==> src/design/matrix_multiply_accumulate_defines.svh <==
// ---------------------------------------------------------------------------
// matrix_multiply_accumulate_defines.svh
// assertion macros shared by the matrix multiply-accumulate modules
// ---------------------------------------------------------------------------
`ifndef MATRIX_MULTIPLY_ACCUMULATE_DEFINES_SVH
`define MATRIX_MULTIPLY_ACCUMULATE_DEFINES_SVH

// same-cycle implication, disabled while in reset
`define MMA_ASSERT(label, clk, rst_n, ante, cons, msg) \
    label: assert property (@(posedge clk) disable iff (!rst_n) (ante) |-> (cons)) \
        else $error(msg);

// next-cycle implication, disabled while in reset
`define MMA_ASSERT_NEXT(label, clk, rst_n, ante, cons, msg) \
    label: assert property (@(posedge clk) disable iff (!rst_n) (ante) |=> (cons)) \
        else $error(msg);

`endif

==> src/design/mma_pkg.sv <==
// ---------------------------------------------------------------------------
// mma_pkg
// types, codes and sizes shared by the matrix multiply-accumulate block
// ---------------------------------------------------------------------------
`timescale 1ns / 1ps

package mma_pkg;

    // store geometry
    localparam int MAX_DIM = 64;
    localparam int IDX_W   = 6;
    localparam int ADDR_W  = 2 * IDX_W;
    localparam int SIZE_W  = 7;
    localparam logic [SIZE_W-1:0] SIZE_RESET = SIZE_W'(MAX_DIM);
    localparam logic [SIZE_W-1:0] SIZE_MAX   = SIZE_W'(MAX_DIM);

    // data widths
    localparam int CMD_W  = 3;
    localparam int OPND_W = 16;
    localparam int PROD_W = 2 * OPND_W;
    localparam int ACC_W  = 48;
    localparam int SUM_W  = PROD_W + IDX_W + 1;

    // command codes
    localparam logic [CMD_W-1:0] CMD_LOAD_A  = 3'd0;
    localparam logic [CMD_W-1:0] CMD_LOAD_B  = 3'd1;
    localparam logic [CMD_W-1:0] CMD_LOAD_C  = 3'd2;
    localparam logic [CMD_W-1:0] CMD_COMPUTE = 3'd3;
    localparam logic [CMD_W-1:0] CMD_READ_C  = 3'd4;

    // result kinds
    localparam logic KIND_DONE = 1'b0;
    localparam logic KIND_READ = 1'b1;

    // command queue
    localparam int QUEUE_DEPTH = 4;
    localparam int QPTR_W      = $clog2(QUEUE_DEPTH);
    localparam int QCNT_W      = QPTR_W + 1;

    // input item
    typedef struct packed {
        logic [CMD_W-1:0]         cmd;
        logic [IDX_W-1:0]         row;
        logic [IDX_W-1:0]         col;
        logic signed [OPND_W-1:0] operand;
        logic signed [ACC_W-1:0]  acc_init;
    } mma_req_t;

    // result item
    typedef struct packed {
        logic                    kind;
        logic signed [ACC_W-1:0] data_value;
    } mma_rsp_t;

    // classified command held in the queue
    typedef struct packed {
        logic [CMD_W-1:0]         op;
        logic [ADDR_W-1:0]        addr;
        logic signed [OPND_W-1:0] operand;
        logic signed [ACC_W-1:0]  acc;
    } mma_op_t;

    // queue head as seen by the engine
    typedef struct packed {
        logic    valid;
        mma_op_t head;
    } mma_queue_t;

endpackage

==> src/design/mma_front.sv <==
// ---------------------------------------------------------------------------
// mma_front
// accepts command items, drops unused codes and queues the rest
// ---------------------------------------------------------------------------
`timescale 1ns / 1ps

module mma_front (
    input  logic                clk,
    input  logic                rst_n,
    input  logic                start,
    output logic                busy,
    input  mma_pkg::mma_req_t   request,
    output mma_pkg::mma_queue_t queue,
    input  logic                pop
);
    import mma_pkg::*;

    mma_op_t             entry_reg [QUEUE_DEPTH];
    logic [QPTR_W-1:0]   wr_ptr_reg, wr_ptr_next;
    logic [QPTR_W-1:0]   rd_ptr_reg, rd_ptr_next;
    logic [QCNT_W-1:0]   count_reg, count_next;
    logic                accept;
    logic                push;
    mma_op_t             new_op;

    // classify the incoming item
    assign busy   = (count_reg == QCNT_W'(QUEUE_DEPTH));
    assign accept = start && !busy;
    assign push   = accept && (request.cmd <= CMD_READ_C);

    always_comb
    begin
        new_op.op      = request.cmd;
        new_op.addr    = {request.row, request.col};
        new_op.operand = request.operand;
        new_op.acc     = request.acc_init;
    end

    // pointer and fill bookkeeping
    always_comb
    begin
        wr_ptr_next = push ? wr_ptr_reg + 1'b1 : wr_ptr_reg;
        rd_ptr_next = pop ? rd_ptr_reg + 1'b1 : rd_ptr_reg;
        count_next  = count_reg + QCNT_W'(push) - QCNT_W'(pop);
    end

    always_ff @(posedge clk or negedge rst_n)
    begin
        if (!rst_n)
        begin
            wr_ptr_reg <= '0;
            rd_ptr_reg <= '0;
            count_reg  <= '0;
        end
        else
        begin
            wr_ptr_reg <= wr_ptr_next;
            rd_ptr_reg <= rd_ptr_next;
            count_reg  <= count_next;
        end
    end

    // queue storage
    always_ff @(posedge clk)
    begin
        if (push)
        begin
            entry_reg[wr_ptr_reg] <= new_op;
        end
    end

    assign queue.valid = (count_reg != '0);
    assign queue.head  = entry_reg[rd_ptr_reg];

endmodule

==> config.mk <==
export PLATFORM = sky130hd
export DESIGN_NAME = mma_front
export DESIGN_NICKNAME = d
export VERILOG_FILES = /design/src/design/matrix_multiply_accumulate_defines.svh /design/src/design/mma_pkg.sv /design/src/design/mma_front.sv
export SDC_FILE = /design/constraint.sdc
export NUM_CORES = 1
export LEC_CHECK = 0
export ABC_AREA = 1
export BUFFER_PORTS_ARGS = -buffer_cell sky130_fd_sc_hd__buf_2
export CORE_MARGIN = 10
export CORE_UTILIZATION = 40
export DETAILED_ROUTE_END_ITERATION = 8
export GPL_ROUTABILITY_DRIVEN = 0
export GPL_TIMING_DRIVEN = 0
export PLACE_DENSITY = 0.57
export SKIP_CTS_REPAIR_TIMING = 1
export SLEW_MARGIN = 10
export SYNTH_ARGS = -nofsm -noshare
export SYNTH_HDL_FRONTEND = slang
export SYNTH_SLANG_ARGS = --single-unit
==> constraint.sdc <==
create_clock -name clk -period 11.08 [get_ports clk]
set_clock_uncertainty 0.05 [all_clocks]
set_input_delay 0 -clock clk [delete_from_list [all_inputs] [get_ports clk]]
set_output_delay 0 -clock clk [all_outputs]
set_load 0.02 [all_outputs]
Yosys cells after proc, flatten, opt, wreduce, memory -nomap -nowiden
Memories as Yosys holds them, arrays and structs flattened.
Index checks and enable logic that the tools add are counted.
Widths: inputs -> output; s select.
{ "word_totals": {"out_inout_bits": 81, "wordCells": 16, "inputBits": 83, "mem_count": 1, "ramBits": 316, "ff_bits": 7} }
{ "memory_table": {"columns": ["memory", "words", "word_bits", "rd", "rd_clocked_by_memory_dff", "wr", "line_no", "text"], "rows": [
  ["entry_reg", 4, 79, 1, 0, 1, "mma_front.sv:18", "mma_op_t entry_reg [QUEUE_DEPTH];"]
]} }
{ "op_classes": {"n_mux": 2, "add_sub_neg": 4, "n_eq_ne": 1, "reduce_logical": 4, "magnitude_cmp": 1} }
{ "ops": {"columns": ["operator", "count"], "rows": [
  ["$add 2x1->2 const B", 2],
  ["$add 3x1->3", 1],
  ["$eq 3x3->1 const B", 1],
  ["$le 3x3->1 const B", 1],
  ["$reduce_bool 3->1", 1],
  ["$sub 3x1->3", 1],
  ["$logic_and 1x1->1", 2],
  ["$mux 1", 2],
  ["$logic_not 1->1", 1]
]} }

Logic depth before layout (Yosys ltp)
Gate-level depths: netlist of run 1.
{ "logic_depth": {"word_depth": 6, "depth_mapped": 9, "mapped_depth_nobuf": 9} }

Least setup slack after synthesis of run 1
No wires, ideal clock.
{ "synth_path": {"kind": "reg-to-reg", "startpoint": "reg count_reg[1]", "endpoint": "mem entry_reg[0][0] (netlist bit), enable pin", "t_arrival_ns": 4.097, "path_buffers": 0, "setup_ns": 0.517, "path_stages_with_launch": 5, "synth_period_minus_slack_ns": 4.664, "t_required_ns": 10.513, "setup_slack_ns": 6.416, "cell_sequence": "dfrtp_1 nor2_1 nand2_1 nand3_1 nor2_1"} }
{ "synth_via": {"elab_chain_cells": 6} }
{ "synth_lines": {"columns": ["item", "line_no", "text"], "rows": [
  ["from (decl)", "mma_front.sv:21", "logic [QCNT_W-1:0] count_reg, count_next;"],
  ["from (signal assigned)", "mma_front.sv:59", "count_reg <= count_next;"],
  ["$eq 3x3->1", "mma_front.sv:27", "assign busy = (count_reg == QCNT_W'(QUEUE_DEPTH));"],
  ["$logic_not 1->1", "mma_front.sv:28", "assign accept = start && !busy;"],
  ["$logic_and 1x1->1", "mma_front.sv:28", null],
  ["$logic_and 1x1->1", "mma_front.sv:29", "assign push = accept && (request.cmd <= CMD_READ_C);"],
  ["$mux 1", "mma_front.sv:66", "if (push)"],
  ["$mux 1 (implied by the code)", "mma_front.sv:68", "entry_reg[wr_ptr_reg] <= new_op;"],
  ["to (decl)", "mma_front.sv:18", null]
]} }
No other way between the ends.

Worst setup path in the final report of run 1
{ "layout_path": {"startpoint": "reg count_reg[1]", "endpoint": "mem entry_reg[2][67] (netlist bit), enable pin"} }
Same word-level chain as after synthesis.

==> flow_summary.yaml, run 1 <==
drt:
  met1_length_microns: 13700
  wl_per_cell_microns: 19.7
  finalWirelength_microns: 30000
  top_layer: "met5"
  met2_length_microns: 14300
  drc_errors: 0
  firstDrtPassIters: 4
  drt_iter0_drc: 419
  drtAntennaViolNets: 0
  vias: 7632
  viasPerCell: 5.00
  dr_wl_met3_microns: 1480
finish:
  area_growth_pct: 29.8
  drive_above_1_share_pct: 22.2
  nFillCells: 2480
  largest_reg_flops: 316
  final_nets: 1196
  final_area_sq_um: 15700
status:
  status: "finished clean"
setup_path:
  rr_startpoint: "count_reg[1]"
  criticalPathCategory: "reg -> reg"
  end_kind: "flop"
  worstPathMaxFanout: 25
  reg2reg_slack_ns: 8.39
  r2r_cells: 6
  worstReg2RegEnd: "entry_reg[2][67]"
  crit_path_start_kind: "flop"
  worst_ep_required_time_ns: 11.23
  cp_data_arrival_time_ns: 2.84
die:
  pin_count: 164
  core_sq_um: 29700
  rows: 63
  fp.dieW_microns: 194
  die_h_microns: 194
  die_area_sq_um: 37600
  initial_core_util_pct: 40.7
sta:
  finalSetupTns_ns: 0
  min_period_over_period_pct: 24.2
  fin_crit_ns: 2.69
  hold_viol: 0
  slew_headroom_pct: 43.3
  setup_viol: 0
  max_freq_mhz: 372
  worst_pin_slew_ns: 0.849
  slew_violations: 0
  hold_slack_ns: 0.192
  rsz0062_at_grt: "false"
placement:
  dpl.hpwl_microns: 19200
  placed_area_sq_um: 13700
  io_buffers: 163
logic_synthesis:
  synth_fp_nets: 899
  syn_inst: 809
  yosysTopAreaCell: "edfxtp_1"
  postSynthAreaPerCell_sq_um: 15.0
  synth_common_cells: "316 x edfxtp_1, 163 x nor2_1, 138 x o21ai_0, 79 x o22ai_1, 30 x clkbuf_1"
  yosysUniqueCellTypes: 21
  ys_seq_area_share_pct: 79.8
  synthArstFlopShare_pct: 2.17
  synth-seq-cells: 323
  syn_area_sq_um: 12100
  post-synth-top-count-cell: "edfxtp_1"
  yosysTopAreaCellShare_pct: 78.4
  ys.warnings.count: 0
  netlist_top_cells_area: "edfxtp_1 78%, o21ai_0 5.7%, nor2_1 5.1%"
  synth_edf_count: 316
  synthFlopType: "edfxtp_1"
clocking:
  cts_max_level: 2
  clkSinkCount: 323
  cts_buffer_depth: 3
  root_buffer: "clkbuf_16"
  cts-buffers-inserted: 36
  clkSlewWorstSetupHoldPaths_ns: 0.06
  cts_tree: "yes"
  clock_latency_ns: 0.50
power_and_ir_drop:
  leakagePower_nw: 5.52
  ir_drop_mv: 0.171
  cellPowerDensity_nw_per_um2: 273
hold_path:
  hold_end: "entry_reg[0][20]"
  worstHoldPathCells: 2
  hold_class: "in -> reg"
  hold_start: "request[20]"
global_routing:
  antenna_found_initial: 2
  grt_pass1_vias: 7521
  grt_max_degree: 26
  overflow: 0
  grt_use_total_pct: 15.1
  grt_pass1_wl_microns: 44900
flow_run:
  max-cap-violations: 0
routing by layer:
| layer | GRT usage, % | up-vias |
|---|---|---|
| li1 | - | 3667 |
| met1 | 20.2 | 3721 |
| met2 | 24.5 | 202 |
| met3 | 3.54 | 40 |
| met4 | 3.72 | 2 |
| met5 | 0 | - |
worst max path at each step:
stage	start	to	slack, ns	cells after the start
finish	count_reg[1]	entry_reg[2][67]	8.39	6
global route	count_reg[1]	entry_reg[2][67]	8.17	6
CTS	count_reg[1]	entry_reg[2][70]	8.33	6
detailed placement	count_reg[1]	entry_reg[2][49]	8.35	6
global placement	count_reg[1]	entry_reg[0][39]	3.47	4
floorplan	count_reg[1]	entry_reg[0][0]	6.42	4
cell families (layout without fill, tap and decap cells):
logic type / Yosys count / after routing / share of synthesized area, %
other: 0 / 2 / 0
xor gates and xnor gates: 4 / 4 / 0.289
buffers and inverters: 64 / 389 / 3.03
and+or+nand+nor: 173 / 173 / 5.42
AOI/OAI and AO/OA: 238 / 238 / 10.7
adders and majority gates: 7 / 7 / 0.785
DFF: 323 / 323 / 79.8
metrics by stage:
stage                     worst slack, ns  power, mW  utilization [%]  cells
after floorplan                      6.42       2.55                -    809
after global placement               3.47       3.17             45.1   1362
after detailed placement             8.35       3.20             46.2   1375
after CTS                            8.33       4.33             50.1   1441
after global routing                 8.17       4.54             52.9   1525
final                                8.39       4.29             52.9   1526
cells in the final DEF, fill, tap and decap left out, types with 2 or more instances in the layout:
cell	instances
edfxtp_1	316
buf_2	167
nor2_1	159
o21ai_0	138
dlygate4sd3_1	83
o22ai_1	79
clkbuf_1	38
clkbuf_16	38
o21ai_1	21
buf_6	12
inv_1	12
buf_12	9
clkinv_1	8
clkinv_2	8
nand2_1	7
dfrtp_1	7
ha_1	6
buf_16	5
nor2_4	4
buf_4	3
diode_2	2
xnor2_1	2
nand4_1	2
xor2_1	2
bufinv_16	2
worst max-delay path, stage by stage, from the launching register on:
cell	delay, ns
dfrtp_1	0.42
nor2_1	0.08
nand2_1	0.12
nand3_1	0.40
nor2_4	0.81
buf_12	0.28
buf_12	0.21
report_power, final:
| group | internal, mW | total, mW | switching (mW) |
|---|---|---|---|
| sequential | 1.51 | 1.56 | 0.0419 |
| clock | 0.680 | 1.13 | 0.453 |
| combinational | 0.506 | 1.60 | 1.09 |
| total | 2.70 | 4.29 | 1.59 |
area by class of cell:
class | count | area, sq um | share of cell area, %
multi-input cells | 422 | 2110 | 13.4
inverters | 13 | 51.3 | 0.326
clock inverters | 19 | 146 | 0.932
well taps | 390 | 488 | 3.11
flip-flops and latches | 323 | 9660 | 61.5
plain buffers | 51 | 315 | 2.01
clock buffers | 47 | 995 | 6.33
repair buffers | 259 | 1940 | 12.4
diodes | 2 | 5.00 | 0.0318
Power figures use the tool's default switching activity.
==> inputs of run 2 (changes only) <==
PLACE_DENSITY = 0.59   (was 0.57)
clock period = 2.2 ns   (was 11.08 ns; I/O delays follow)
==> run 2 against run 1 <==
The flow now finishes with violations (negative hold slack). Die area unchanged. Sequential share of layout area is 1.5 points lower. Wire length up 2.8%. Worst setup slack worse by 8.4 ns. Global-route usage fell by 0.096 points. Final cell count up 0.52%. Non-clock buffer count increased by 12. Sequential power increased to 5.0 times the previous value. Count of clock-buffer cells in the layout down 2. First-iteration DRC count grew 13%. Via count grew 1.2%. Flip-flop and latch count did not move. Largest cell class unchanged.
==> flow_summary.yaml, run 2 (synthesized netlist as in run 1, its figures left out) <==
status:
  status: "complete, but fails checks"
  violations: "negative hold slack"
finish:
  area_growth_pct: 33.0
  layout_commonest_cell: "edfxtp_1"
  final_nets: 1209
  largest_reg_flops: 316
  drive_above_1_share_pct: 26.9
  layout_common_cells: "316 x edfxtp_1, 158 x nor2_1, 138 x buf_2"
flow_run:
  max-cap-violations: 0
die:
  die_h_microns: 194
  initial_core_util_pct: 40.7
  fp.dieW_microns: 194
  die_area_sq_um: 37600
  rows: 63
  pin_count: 164
  core_sq_um: 29700
setup_path:
  end_kind: "output pin"
  crit_path_start_kind: "flop"
  rr_startpoint: "count_reg[1]"
  worst_ep_required_time_ns: 2.15
  cp_data_arrival_time_ns: 2.14
  worstPathMaxFanout: 10
  r2r_cells: 6
  reg2reg_slack_ns: 0.09
  worstReg2RegEnd: "entry_reg[1][44]"
  criticalPathCategory: "reg -> out"
drt:
  viasPerCell: 5.04
  wl_per_cell_microns: 20.1
  firstDrtPassIters: 4
  drt_iter0_drc: 475
  finalWirelength_microns: 30800
  vias: 7727
  drc_errors: 0
  drtAntennaViolNets: 0
power_and_ir_drop:
  pwr-share-comb_pct: 40.2
  pwr-share-clk_pct: 24.9
  p_int_mw: 14.2
  p_switching_mw: 8.21
  cellPowerDensity_nw_per_um2: 1390
  leakagePower_nw: 5.74
  swShare_pct: 36.6
  p_seq_share_pct: 34.9
  ir_drop_mv: 0.666
sta:
  setup_viol: 0
  hold_slack_ns: -0.0531
  hold_viol: 1
  rsz0062_at_grt: "true"
  worst_slack_ns: 0.00858
  slew_violations: 0
  min_period_over_period_pct: 99.6
  max_freq_mhz: 456
  fin_crit_ns: 2.19
  worst_pin_slew_ns: 0.806
  slew_headroom_pct: 46.2
hold_path:
  worstHoldPathCells: 4
  hold_end: "wr_ptr_reg[1]"
  hold_start: "request[76]"
  hold_class: "in -> reg"
global_routing:
  grt_max_degree: 26
  overflow: 0
  antenna_found_initial: 1
  grt_pass1_vias: 7552
  grt_pass1_wl_microns: 44100
  grt_use_total_pct: 15.0
placement:
  io_buffers: 163
  pre_cts_slack_ns: -0.149
  dpl.hpwl_microns: 19200
clocking:
  cts_max_level: 2
  cts_tree: "yes"
  cts-buffers-inserted: 35
  root_buffer: "clkbuf_16"
  clkSinkCount: 323
  cts_buffer_depth: 3
  clkSlewWorstSetupHoldPaths_ns: 0.06
  clock_latency_ns: 0.49
run 2: changes by cell type in the layout (fill, tap and decap cells not counted), moves of 4 or more:
cell      previous run  this run
buf_4                3        41
buf_2              167       138
buf_8                0         7
clkbuf_2             1        18
buf_6               12         8
o22ai_1             79        60
clkbuf_1            38        15
o22ai_2              0        19
run 2: cell type report:
type                            instances  area [sq um]
Timing Repair Buffer                  271          2140
Fill cell                            2389         13600
Inverter                               13          57.6
Buffer                                 51           397
Tap cell                              390           488
Clock inverter                         16           145
Multi-Input combinational cell        424          2250
Antenna cell                            1          2.50
Clock buffer                           45           956
Sequential cell                       323          9670
run 2: stage by stage:
| stage | std cells | utilization, % | area [sq um] | setup TNS (ns) | power [mW] |
|---|---|---|---|---|---|
| after floorplan | 809 | - | 12200 | -65.46 | 12.8 |
| after global placement | 1362 | 45.3 | 13500 | -401.29 | 15.9 |
| after detailed placement | 1375 | 46.3 | 13800 | -4.41 | 16.1 |
| after CTS | 1436 | 50.0 | 14900 | -36.05 | 21.7 |
| after global routing | 1534 | 54.2 | 16100 | -0.702 | 23.6 |
| final | 1534 | 54.2 | 16100 | 0 | 22.4 |
run 2: power groups by stage:
stage,clock (mW),combinational [mW],sequential [mW]
detailed placement,0,8.13,7.98
global route,5.95,9.75,7.87
CTS,5.71,8.16,7.85
finish,5.59,9.00,7.82
global placement,0,7.88,8.02
floorplan,0,4.89,7.93
run 2: critical path: stages, from the launching register on:
cell and delay, ns:
dfrtp_1 0.37, buf_6 0.16, buf_8 0.16, inv_6 0.10, clkbuf_16 0.17, buf_8 0.14
nor2_1 0.06, o22ai_1 0.23, buf_2 0.22
run 2: metal layers:
metal	wire, microns	track usage, %	vias up
met5	0	0	-
met4	487	4.20	0
met3	1740	3.63	40
met2	15100	24.6	214
met1	13500	19.5	3786
li1	-	-	3687
run 2: how the worst max path moves through the flow:
stage,start,to,slack (ns),cells after the start
after global routing,rd_ptr_reg[0],queue[77],-0.04,8
final,rd_ptr_reg[0],queue[0],0.009,8
after CTS,rd_ptr_reg[1],queue[30],-0.60,5
after detailed placement,request[77],entry_reg[3][51],-0.15,6
after floorplan,count_reg[1],entry_reg[0][0],-0.22,4
after global placement,request[77],entry_reg[0][44],-1.35,4
